[src/pps_pkg.sv]
// Shared types and codes for the preemptive priority scheduler.
`default_nettype none
package pps_pkg;

  localparam int unsigned IdW    = 16;
  localparam int unsigned BurstW = 16;
  localparam int unsigned PrioW  = 8;
  localparam int unsigned TimeW  = 32;
  localparam int unsigned StatW  = 3;
  localparam int unsigned InDataW  = 40;
  localparam int unsigned OutDataW = 88;

  typedef enum logic {
    CMD_INSERT = 1'b0,
    CMD_TICK   = 1'b1
  } cmd_t;

  typedef enum logic [StatW-1:0] {
    ST_INSERTED   = 3'd0,
    ST_FULL       = 3'd1,
    ST_ZERO_BURST = 3'd2,
    ST_RAN        = 3'd3,
    ST_IDLE       = 3'd4
  } status_t;

  typedef struct packed {
    logic              valid;
    logic [IdW-1:0]    id;
    logic [PrioW-1:0]  prio;
    logic [TimeW-1:0]  arrival;
    logic [BurstW-1:0] burst;
    logic [BurstW-1:0] remaining;
  } entry_t;

  typedef struct packed {
    logic insert;
    logic pop;
    logic dec;
  } cell_ctrl_t;

endpackage
`default_nettype wire

[src/pps_cell.sv]
// One slot of the sorted job chain: hold, take new job, shift right or left, decrement.
`default_nettype none
module pps_cell (
  input  wire logic               clk,
  input  wire logic               rst_n,
  input  wire pps_pkg::cell_ctrl_t ctrl_i,
  input  wire pps_pkg::entry_t    new_i,
  input  wire pps_pkg::entry_t    left_i,
  input  wire logic               left_keep_i,
  input  wire pps_pkg::entry_t    right_i,
  output pps_pkg::entry_t         cur_o,
  output logic                    keep_o
);

  pps_pkg::entry_t entry_r;
  pps_pkg::entry_t entry_nxt;

  assign cur_o  = entry_r;
  assign keep_o = entry_r.valid && (entry_r.prio <= new_i.prio);

  always_comb begin
    entry_nxt = entry_r;
    priority if (ctrl_i.insert) begin
      if (!keep_o) begin
        entry_nxt = left_keep_i ? new_i : left_i;
      end
    end else if (ctrl_i.pop) begin
      entry_nxt = right_i;
    end else if (ctrl_i.dec) begin
      entry_nxt.remaining = entry_r.remaining - pps_pkg::BurstW'(1);
    end
  end

  always_ff @(posedge clk) begin
    entry_r.id        <= entry_nxt.id;
    entry_r.prio      <= entry_nxt.prio;
    entry_r.arrival   <= entry_nxt.arrival;
    entry_r.burst     <= entry_nxt.burst;
    entry_r.remaining <= entry_nxt.remaining;
    if (!rst_n) begin
      entry_r.valid <= 1'b0;
    end else begin
      entry_r.valid <= entry_nxt.valid;
    end
  end

endmodule
`default_nettype wire

[src/preemptive_priority_scheduler.sv]
// Top level: command decode, tick counter, sorted cell chain and result register.
//
//  channel | direction | tdata                                   | tuser
//  in_     | slave     | job_id, burst_len, job_priority         | cmd
//  out_    | master    | ran_id, finished, wait_time, turnaround | status
//
// One item per cycle while results are taken: the chain is kept sorted by
// priority, then insertion order, so the head cell always holds the job to serve.
// An insert shifts later cells right; a finished job shifts the chain
// left. The result is registered and appears in the cycle after accept.
// Reset empties every cell and clears the tick counter and output valid.
// A result not taken stalls the input until the output register frees.
`default_nettype none
module preemptive_priority_scheduler #(
  parameter int unsigned ENTRIES = 16
) (
  input  wire logic        clk,
  input  wire logic        rst_n,
  input  wire logic        in_tvalid,
  output logic             in_tready,
  input  wire logic [39:0] in_tdata,  // job_id[15:0], burst_len[31:16], job_priority[39:32]
  input  wire logic        in_tuser,  // cmd[0]
  output logic             out_tvalid,
  input  wire logic        out_tready,
  output logic [87:0]      out_tdata, // ran_id[15:0], finished[16], wait_time[48:17],
                                      // turnaround[80:49], zero[87:81]
  output logic [2:0]       out_tuser  // status[2:0]
);

  pps_pkg::entry_t    cur   [ENTRIES];
  logic [ENTRIES-1:0] keep;
  logic [ENTRIES-1:0] cell_valid;
  pps_pkg::entry_t    new_entry;
  pps_pkg::entry_t    empty_entry;
  pps_pkg::cell_ctrl_t ctrl;
  pps_pkg::cell_ctrl_t head_ctrl;
  pps_pkg::cell_ctrl_t tail_ctrl;

  logic [pps_pkg::TimeW-1:0] tick_r;
  logic [pps_pkg::TimeW-1:0] tick_nxt;
  logic                      out_valid_r;
  logic [pps_pkg::IdW-1:0]   ran_id_r;
  logic                      finished_r;
  logic [pps_pkg::TimeW-1:0] wait_r;
  logic [pps_pkg::TimeW-1:0] tat_r;
  pps_pkg::status_t          status_r;

  pps_pkg::status_t          status_c;
  logic [pps_pkg::IdW-1:0]   ran_id_c;
  logic                      finished_c;
  logic [pps_pkg::TimeW-1:0] wait_c;
  logic [pps_pkg::TimeW-1:0] tat_c;
  logic [pps_pkg::TimeW-1:0] finish_t;

  logic in_acc;
  logic out_acc;

  assign in_tready = !out_valid_r || out_tready;
  assign in_acc    = in_tvalid && in_tready;
  assign out_acc   = out_valid_r && out_tready;

  assign new_entry.valid     = 1'b1;
  assign new_entry.id        = in_tdata[15:0];
  assign new_entry.burst     = in_tdata[31:16];
  assign new_entry.remaining = in_tdata[31:16];
  assign new_entry.prio      = in_tdata[39:32];
  assign new_entry.arrival   = tick_r;
  assign empty_entry         = '0;

  assign finish_t = tick_r + pps_pkg::TimeW'(1);

  always_comb begin
    ctrl       = '0;
    status_c   = pps_pkg::ST_IDLE;
    ran_id_c   = '0;
    finished_c = 1'b0;
    wait_c     = '0;
    tat_c      = '0;
    tick_nxt   = tick_r;
    if (in_acc) begin
      unique case (pps_pkg::cmd_t'(in_tuser))
        pps_pkg::CMD_INSERT: begin
          priority if (in_tdata[31:16] == '0) begin
            status_c = pps_pkg::ST_ZERO_BURST;
          end else if (cell_valid[ENTRIES-1]) begin
            status_c = pps_pkg::ST_FULL;
          end else begin
            status_c    = pps_pkg::ST_INSERTED;
            ctrl.insert = 1'b1;
          end
        end
        pps_pkg::CMD_TICK: begin
          tick_nxt = finish_t;
          if (cur[0].valid) begin
            status_c = pps_pkg::ST_RAN;
            ran_id_c = cur[0].id;
            if (cur[0].remaining <= pps_pkg::BurstW'(1)) begin
              finished_c = 1'b1;
              ctrl.pop   = 1'b1;
              tat_c      = finish_t - cur[0].arrival;
              wait_c     = tat_c - pps_pkg::TimeW'(cur[0].burst);
            end else begin
              ctrl.dec = 1'b1;
            end
          end
        end
        default: status_c = pps_pkg::ST_IDLE;
      endcase
    end
  end

  assign head_ctrl = ctrl;
  assign tail_ctrl = '{insert: ctrl.insert, pop: ctrl.pop, dec: 1'b0};

  for (genvar gi = 0; gi < ENTRIES; gi++) begin : g_cell
    pps_pkg::entry_t left_e;
    pps_pkg::entry_t right_e;
    logic            left_k;
    if (gi == 0) begin : g_first
      assign left_e = new_entry;
      assign left_k = 1'b1;
    end else begin : g_mid
      assign left_e = cur[gi-1];
      assign left_k = keep[gi-1];
    end
    if (gi == ENTRIES - 1) begin : g_last
      assign right_e = empty_entry;
    end else begin : g_inner
      assign right_e = cur[gi+1];
    end
    pps_cell u_cell (
      .clk         (clk),
      .rst_n       (rst_n),
      .ctrl_i      ((gi == 0) ? head_ctrl : tail_ctrl),
      .new_i       (new_entry),
      .left_i      (left_e),
      .left_keep_i (left_k),
      .right_i     (right_e),
      .cur_o       (cur[gi]),
      .keep_o      (keep[gi])
    );
    assign cell_valid[gi] = cur[gi].valid;
  end

  always_ff @(posedge clk) begin
    if (in_acc) begin
      status_r   <= status_c;
      ran_id_r   <= ran_id_c;
      finished_r <= finished_c;
      wait_r     <= wait_c;
      tat_r      <= tat_c;
    end
    if (!rst_n) begin
      tick_r      <= '0;
      out_valid_r <= 1'b0;
    end else begin
      tick_r <= tick_nxt;
      if (in_acc) begin
        out_valid_r <= 1'b1;
      end else if (out_acc) begin
        out_valid_r <= 1'b0;
      end
    end
  end

  assign out_tvalid = out_valid_r;
  assign out_tuser  = status_r;
  assign out_tdata  = {7'd0, tat_r, wait_r, finished_r, ran_id_r};

  a_chain_packed: assert property (@(posedge clk) disable iff (!rst_n)
    ((cell_valid + 1'b1) & cell_valid) == '0)
    else $error("job chain has a gap");

  a_head_live: assert property (@(posedge clk) disable iff (!rst_n)
    cur[0].valid |-> (cur[0].remaining != '0))
    else $error("head job has no service left");

  a_insert_grows: assert property (@(posedge clk) disable iff (!rst_n)
    ctrl.insert |=> ($countones(cell_valid) == $past($countones(cell_valid)) + 1))
    else $error("insert did not add a job");

  a_pop_shrinks: assert property (@(posedge clk) disable iff (!rst_n)
    ctrl.pop |=> ($countones(cell_valid) + 1 == $past($countones(cell_valid))))
    else $error("finished job not removed");

  a_stall_holds: assert property (@(posedge clk) disable iff (!rst_n)
    (out_valid_r && !out_tready) |-> !in_acc)
    else $error("item taken while result waits");

endmodule
`default_nettype wire

[config.mk]
export PLATFORM = sky130hd
export DESIGN_NAME = preemptive_priority_scheduler
export DESIGN_NICKNAME = d
export VERILOG_FILES = /design/src/pps_pkg.sv /design/src/pps_cell.sv /design/src/preemptive_priority_scheduler.sv
export SDC_FILE = /design/constraint.sdc
export NUM_CORES = 2
export LEC_CHECK = 0
export BUFFER_PORTS_ARGS = -buffer_cell sky130_fd_sc_hd__buf_2
export CORE_MARGIN = 5
export CORE_UTILIZATION = 43
export CTS_BUF_LIST = sky130_fd_sc_hd__clkbuf_4 sky130_fd_sc_hd__clkbuf_8
export DETAILED_ROUTE_END_ITERATION = 8
export HOLD_SLACK_MARGIN = 0.08
export PLACE_DENSITY = 0.59
export SLEW_MARGIN = 40
export SYNTH_ARGS = -nofsm -noshare
export SYNTH_HDL_FRONTEND = slang
export SYNTH_SLANG_ARGS = --single-unit
[constraint.sdc]
create_clock -name clk -period 11.95 [get_ports clk]
set_clock_uncertainty 0.2 [all_clocks]
set_input_delay 0.5975 -clock clk [delete_from_list [all_inputs] [get_ports clk]]
set_output_delay 0.5975 -clock clk [all_outputs]
set_load 0.05 [all_outputs]
=== After elaboration in Yosys (flattened, before gate mapping) ===
Cells that the tools add are included.

* Add/subtract/negate cells: 4
* $lt $le $gt $ge: 17
* Bitwise gates (word level): 1
* Reductions and logical operators: 44
* Muxes and demuxes: 94
* Equal/unequal tests: 16

{| class="wikitable"
|+ Operators by type and width
! cell !! number
|-
| 89-bit two-way mux || 47
|-
| 73-bit two-way mux || 16
|-
| 16-bit two-way mux || 17
|-
| 8-bit <= comparator || 16
|-
| 2-bit AND reduction || 19
|-
| 32-bit by 1-bit adder with 32-bit output (second input constant) || 1
|-
| 2-bit != test (second input constant) || 16
|-
| 32-bit by 16-bit subtractor with 32-bit output || 1
|-
| 32-bit subtractor || 1
|-
| 1-bit logical AND || 18
|-
| 16-bit by 1-bit <= comparator with 1-bit output (second input constant) || 1
|-
| 16-bit zero test || 1
|-
| 16-bit by 1-bit subtractor with 16-bit output (second input constant) || 1
|-
| 3-bit two-way mux || 3
|-
| 1-bit two-way mux || 8
|-
| 3-bit one-hot mux with 2 select lines || 1
|-
| 2-bit two-way mux || 2
|-
| 2-bit nonzero test || 2
|-
| 3-bit AND reduction || 1
|-
| 3-bit nonzero test || 1
|-
| 1-bit zero test || 1
|-
| 1-bit logical OR || 1
|-
| 1-bit inverter || 1
|}

* Register bits: 1541
* Output and inout bits: 93
* Word-level logic and storage cells: 279

=== Longest topological paths before layout ===
* Depth after elaboration: 8
* Mapped depth: 25
* Gate-level depth less buffers: 23

=== Modules after synthesis ===
Synthesis repeated with hierarchy kept, for this count alone.

* Cells, all modules: 8510
* Area, all modules: 90873.4 um2

{| class="wikitable"
|+ Modules (own cells, without submodules)
! module !! times used !! sequential area each (um2) !! area an instance (um2) !! cells each
|-
| pps_cell || 16 || 2662.6 || 5138.7 || 474
|-
| preemptive_priority_scheduler || 1 || 3183.1 || 8654.6 || 926
|}

=== Worst setup path before layout ===
Ideal clock, no wire load.

* Kind: input to register
* From: in out_tready
* To: reg g_cell[14].u_cell.entry_r (netlist bit g_cell[14].u_cell.cur_o[0]), enable pin
* Setup slack: 0.095 ns
* Cell stages on the path: 9
* Data arrival time: 10.996 ns
* Library setup time: 0.659 ns
* Required time: 11.091 ns
* Cell sequence: nand2b_1 and2_1 clkbuf_1 nand2_1 or2_2 clkbuf_1 clkbuf_1 clkbuf_1 o21ai_0

* Word-level cells in the longest chain between the ends: 5
* Elaborated cells between the ends (all ways): 6
* Classes of those cells: eq/ne (1); mux (1); reduce/logical (4)

{| class="wikitable"
|+ Ends and longest elaborated chain
! item !! RTL line !! source
|-
| start, declared || preemptive_priority_scheduler.sv:24 || <nowiki>input wire logic out_tready,</nowiki>
|-
| 1-bit logical OR (*) || preemptive_priority_scheduler.sv:58 || <nowiki>assign in_tready = !out_valid_r || out_tready;</nowiki>
|-
| 1-bit logical AND (*) || preemptive_priority_scheduler.sv:59 || <nowiki>assign in_acc = in_tvalid && in_tready;</nowiki>
|-
| named net in_acc || preemptive_priority_scheduler.sv:55 || <nowiki>logic in_acc;</nowiki>
|-
| 3-bit two-way mux (*) || preemptive_priority_scheduler.sv:80 || <nowiki>if (in_acc) begin</nowiki>
|-
| 2-bit != test (no line) / 2-bit nonzero test (equally long branches) || - ||
|-
| 2-bit AND reduction (no line) (*) || - ||
|-
| end, declared || pps_cell.sv:15 || <nowiki>pps_pkg::entry_t entry_r;</nowiki>
|}

Mark *: on every way through the listed nets, which the timed path passes. The rest lies on a longest branch.
A chain may end at the register's enable or synchronous reset.

=== Worst setup path after layout ===
* From: reg tick_r[0] (netlist name)
* To: reg wait_r[30] (netlist name), data pin

* Word-level cells in the longest chain between the ends: 3

{| class="wikitable"
|+ Ends and longest elaborated chain
! item !! RTL line !! source
|-
| start, declared || preemptive_priority_scheduler.sv:39 || <nowiki>logic [pps_pkg::TimeW-1:0] tick_r;</nowiki>
|-
| start signal, assigned || preemptive_priority_scheduler.sv:157 || <nowiki>tick_r <= tick_nxt;</nowiki>
|-
| 32-bit by 1-bit adder with 32-bit output || preemptive_priority_scheduler.sv:70 || <nowiki>assign finish_t = tick_r + pps_pkg::TimeW'(1);</nowiki>
|-
| named net finish_t (one bit) || preemptive_priority_scheduler.sv:53 || <nowiki>logic [pps_pkg::TimeW-1:0] finish_t;</nowiki>
|-
| 32-bit subtractor || preemptive_priority_scheduler.sv:100 || <nowiki>tat_c = finish_t - cur[0].arrival;</nowiki>
|-
| 32-bit by 16-bit subtractor with 32-bit output || preemptive_priority_scheduler.sv:101 || <nowiki>wait_c = tat_c - pps_pkg::TimeW'(cur[0].burst);</nowiki>
|-
| end signal, assigned || preemptive_priority_scheduler.sv:150 || <nowiki>wait_r <= wait_c;</nowiki>
|-
| end, declared || preemptive_priority_scheduler.sv:44 || <nowiki>logic [pps_pkg::TimeW-1:0] wait_r;</nowiki>
|}

The timed path passes the listed nets, and every way through them passes these cells.

==> results.tsv <==
stage	metric	value	unit
synthesis	mux contribution to synthesized area	14.22	%
detailed_routing	DR vias/cell	5.677	
setup_path	CP cell instances	ha_1, nand3_1, nor3_2, nand4_1, xnor2_1, ha_1, nand4_1, a2111o_1, nand2_1, nor2_1, xnor2_1, ha_1, a21o_1, a21o_1, a21oi_1, o211ai_1, nor4_4, nand3_1, xnor2_1, nor2_1	
placement	worst slack, placed	5.590	ns
setup_path	crit-path max cell delay	0.78	ns
synthesis	synthesized flop and latch total	1541	
detailed_routing	final WL	230400	um
finish	fraction of layout cells with a size suffix above 1	9.394	%
timing	Slew Limit Headroom	38.79	%
clock_network	CTS tree	yes	
synthesis	Synth Area in Compound Gates	11.44	%
setup_path	Reg-to-Reg End	wait_r[30]$_SDFFCE_PN0P_	
synthesis	post-synthesis adder-cell area fraction	2.654	%
detailed_routing	DRT iter0 DRCs	5614	
setup_path	critical path startpoint category	flip-flop	
finish	Area Growth Syn to Fin	10.49	%
timing	Final Hold Fails	0	
finish	footprint of the multi-input gates	33360	sq um
synthesis	xor/xnor cell area share of the yosys netlist	1.115	%
setup_path	CP Max Fanout	21	
die	Die W	445.8	um
setup_path	worst r2r src	tick_r[0]$_SDFFE_PN0P_	
finish	Non-Filler Instances	10310	
timing	Setup TNS Final	0	ns
clock_network	number of CTS-inserted buffers	292	
grt	met1 Use GR	31.99	%
pwr	peak supply drop	88.88	uV
clock_network	clock tree sinks	1541	
flow_run	# Max-Cap Violations	0	
setup_path	reg2reg path depth	20	
detailed_routing	drt pass-1 iters	6	
synthesis	Post-synth top cells	nand2_1, edfxtp_1, o21ai_0, mux2i_1, clkbuf_1	
timing	Fmax	156.8	MHz
die	Chip Height	445.8	um
clock_network	htree depth	5	
synthesis	Async SR Flop Fraction	0	%
synthesis	leading area contributor after synthesis	edfxtp_1	
synthesis	Cell variety after synth	74	
grt	met3 usage	3.997	%
clock_network	CTS clk-pin slew, worst paths	0.06	ns
clock_network	Setup Buffers After CTS	0	
timing	RSZ-0062 raised after global routing	no	
setup_path	crit-path leading delay family	simple AND/OR/NAND/NOR gates	
grt	GRT overflow	0	
setup_path	Critical Path RT	12.45	ns
setup_path	CP max-delay cell	dfxtp_1	
detailed_routing	drt wl/cell	22.35	um
grt	Top Usage Layer GRT	met2	
synthesis	Ys Warns	0	
grt	antenna violations before repair	10	
grt	Total Routing Usage GR	22.50	%
synthesis	Post-synth top flop	edfxtp_1	
synthesis	register area share after synthesis	56.07	%
synthesis	count leader, synth	nand2_1	
synthesis	mapped cell area	81660	sq um
synthesis	Simple-Gate Fraction of Synth Area	10.99	%
placement	Placed Cells	9784	
setup_path	critical path depth in cells	20	
timing	Tcrit/Tclk final	53.38	%
setup_path	sum of buffers and inverters on the critical path	0	
die	DIE AREA	198700	sq um
clock_network	root cell of the clock tree	clkbuf_8	
timing	# setup viols final	0	
placement	gp weighted congestion	0.8247	
setup_path	r2r setup slk	5.57	ns
timing	hold_ws	0.2649	ns
detailed_routing	post-route ant nets	0	
timing	Tmin final	6.379	ns
die	# rows	160	
clock_network	clk_lat worst skew	1.02	ns
setup_path	CP Capture Point	wait_r[30]$_SDFFCE_PN0P_	
timing	Worst Setup Slack, final	5.571	ns
setup_path	element type at the critical path end	flip-flop	
setup_path	crit path kind	flip-flop to flip-flop	
run_status	status	finished, final reports clean	
placement	Placement Cell Area	84490	sq um
detailed_routing	via count	58500	
finish	nets	7831	
placement	Port-buffer cells	130	
pwr	leak pwr	0.03823	uW
timing	Final Max Tran Viols	0	
pwr	pwr dens	143.2	nW/um^2
finish	design area	90230	sq um
grt	first-pass GRT wire length	348800	um
clock_network	Max Root-Sink Buffers	4	
die	core area	189600	sq um
synthesis	Post-synth EDFFs	1492	
finish	Fillers	17430	
synthesis	Cells after Synth	7678	
hold_path	Hold Path Class	flip-flop to flip-flop	
grt	pin count of the biggest net entering global routing	173	
synthesis	area share of the largest cell type after synthesis	54.86	%
setup_path	first element of the critical path	tick_r[0]$_SDFFE_PN0P_	
die	Initial Util	43.07	%
detailed_routing	# DRC	0	
grt	vias in the first global route	56780	
grt	met2 Use GR	34.67	%
synthesis	main area contributors after synthesis	edfxtp_1, mux2i_1, o21ai_0	
placement	Post-DP HPWL	133600	um
die	# IOs	138	
finish	Storage cell area	45800	sq um
timing	Worst Max-Slew Pin Slew	0.9182	ns
synthesis	Avg Inst Size Synth	10.64	sq um
synthesis	largest family of logic cells by synthesized area	multiplexers	
setup_path	WP data arrival	6.88	ns
-- placed cells by master, fill, tap and decap left out, types with 11 or more instances in the layout --
master            n
nand3_1          57
edfxtp_1       1492
nand2b_1         29
ha_1            170
xor2_1           37
nand2_1        1681
nand4_1          18
buf_2           130
dlygate4sd3_1    44
and2_1           35
a211oi_1         26
xnor2_1          67
buf_12           12
or3_1            17
o21ai_4          15
buf_4            69
a22oi_1          14
o21ai_0        1305
inv_1            78
clkinv_1         62
a21oi_1         262
a21boi_0         14
nor4_1           11
clkbuf_8        301
and3_1           34
o21ai_1          12
o21a_1           27
nor2_1          196
clkbuf_4         95
o211ai_1         11
nand2_4          11
a21o_1           33
buf_6            22
dfxtp_1          35
dfxtp_2          14
nor2b_1          36
clkinv_2         14
nor3_1           33
mux2i_1        1159
-- worst register-to-register path, cell delays in order, from the launching register on --
cell and delay, ns:
dfxtp_1 0.78, ha_1 0.32, nand3_1 0.21, nor3_2 0.42, nand4_1 0.37, xnor2_1 0.26
ha_1 0.43, nand4_1 0.17, a2111o_1 0.48, nand2_1 0.13, nor2_1 0.06, xnor2_1 0.27
ha_1 0.36, a21o_1 0.21, a21o_1 0.17, a21oi_1 0.17, o211ai_1 0.27, nor4_4 0.45
nand3_1 0.14, xnor2_1 0.16, nor2_1 0.05
-- flip-flops by register name (all words and copies together), names as in the netlist --
register             count
g_cell.u_cell.cur_o   1424
tat_r                   32
tick_r                  32
wait_r                  32
ran_id_r                16
out_tuser                3
finished_r               1
out_tvalid               1
-- where the power goes --
group / internal, uW / leakage, uW / total [uW] / switching [uW]
clock: 2620 / 0.00275 / 4880 / 2260
combinational: 502 / 0.0210 / 1560 / 1060
sequential: 6330 / 0.0145 / 6490 / 159
total: 9450 / 0.0382 / 12900 / 3480
-- per-layer routing --
metal / part of all wire, % / routed length (um)
met1: 46 / 105300
met2: 44 / 102000
met3: 6.6 / 15130
met4: 3.5 / 7969
met5: 0.018 / 42
-- logic make-up (layout without fill, tap and decap cells) --
logic type / count (synthesis) / count (layout)
AOI/OAI and AO/OA: 1768 / 1768
xor gates and xnor gates: 104 / 104
adders and majority gates: 172 / 172
buffers and inverters: 740 / 848
DFF: 1541 / 1541
muxes: 1160 / 1160
other: 1 / 10
and+or+nand+nor: 2192 / 2192
-- area by class of cell --
| class | count | area share (%) |
|---|---|---|
| multi-input combinational | 5403 | 36.97 |
| clock inverter | 77 | 0.4007 |
| tap | 2511 | 3.482 |
| inverter | 86 | 0.3591 |
| sequential | 1541 | 50.76 |
| clock buffer | 395 | 5.366 |
| timing repair buffer | 290 | 2.650 |
| antenna | 3 | 0.008320 |
-- worst min path at each step --
stage	start	to	slack, ns	cells past startpoint
CTS	out_tready	out_tvalid$_SDFFE_PN0P_	0.22	4
floorplan	g_cell[15].u_cell.cur_o[0]$_SDFFCE_PN0P_	g_cell[14].u_cell.cur_o[0]$_DFFE_PP_	0.30	2
finish	g_cell[15].u_cell.cur_o[66]$_SDFFCE_PN0P_	g_cell[14].u_cell.cur_o[66]$_DFFE_PP_	0.26	2
detailed placement	g_cell[15].u_cell.cur_o[14]$_SDFFCE_PN0P_	g_cell[14].u_cell.cur_o[14]$_DFFE_PP_	0.31	2
global placement	g_cell[15].u_cell.cur_o[33]$_SDFFCE_PN0P_	g_cell[14].u_cell.cur_o[33]$_DFFE_PP_	0.30	2
global route	g_cell[14].u_cell.cur_o[63]$_DFFE_PP_	g_cell[13].u_cell.cur_o[63]$_DFFE_PP_	0.32	2
-- through the flow --
step | power, uW | util (%)
6_report | 12920 | 47.59
2_1_floorplan | 7636 | -
4_1_cts | 13060 | 47.55
3_3_place_gp | 8082 | 44.36
5_1_grt | 13490 | 47.59
3_5_place_dp | 8135 | 44.57
-- what timing repair did --
action	4_1_cts	5_1_grt
hold buffers	44	0
resized for setup	0	0
endpoints found under the hold margin	540	0
No activity file was read; power rests on OpenSTA's default activity.
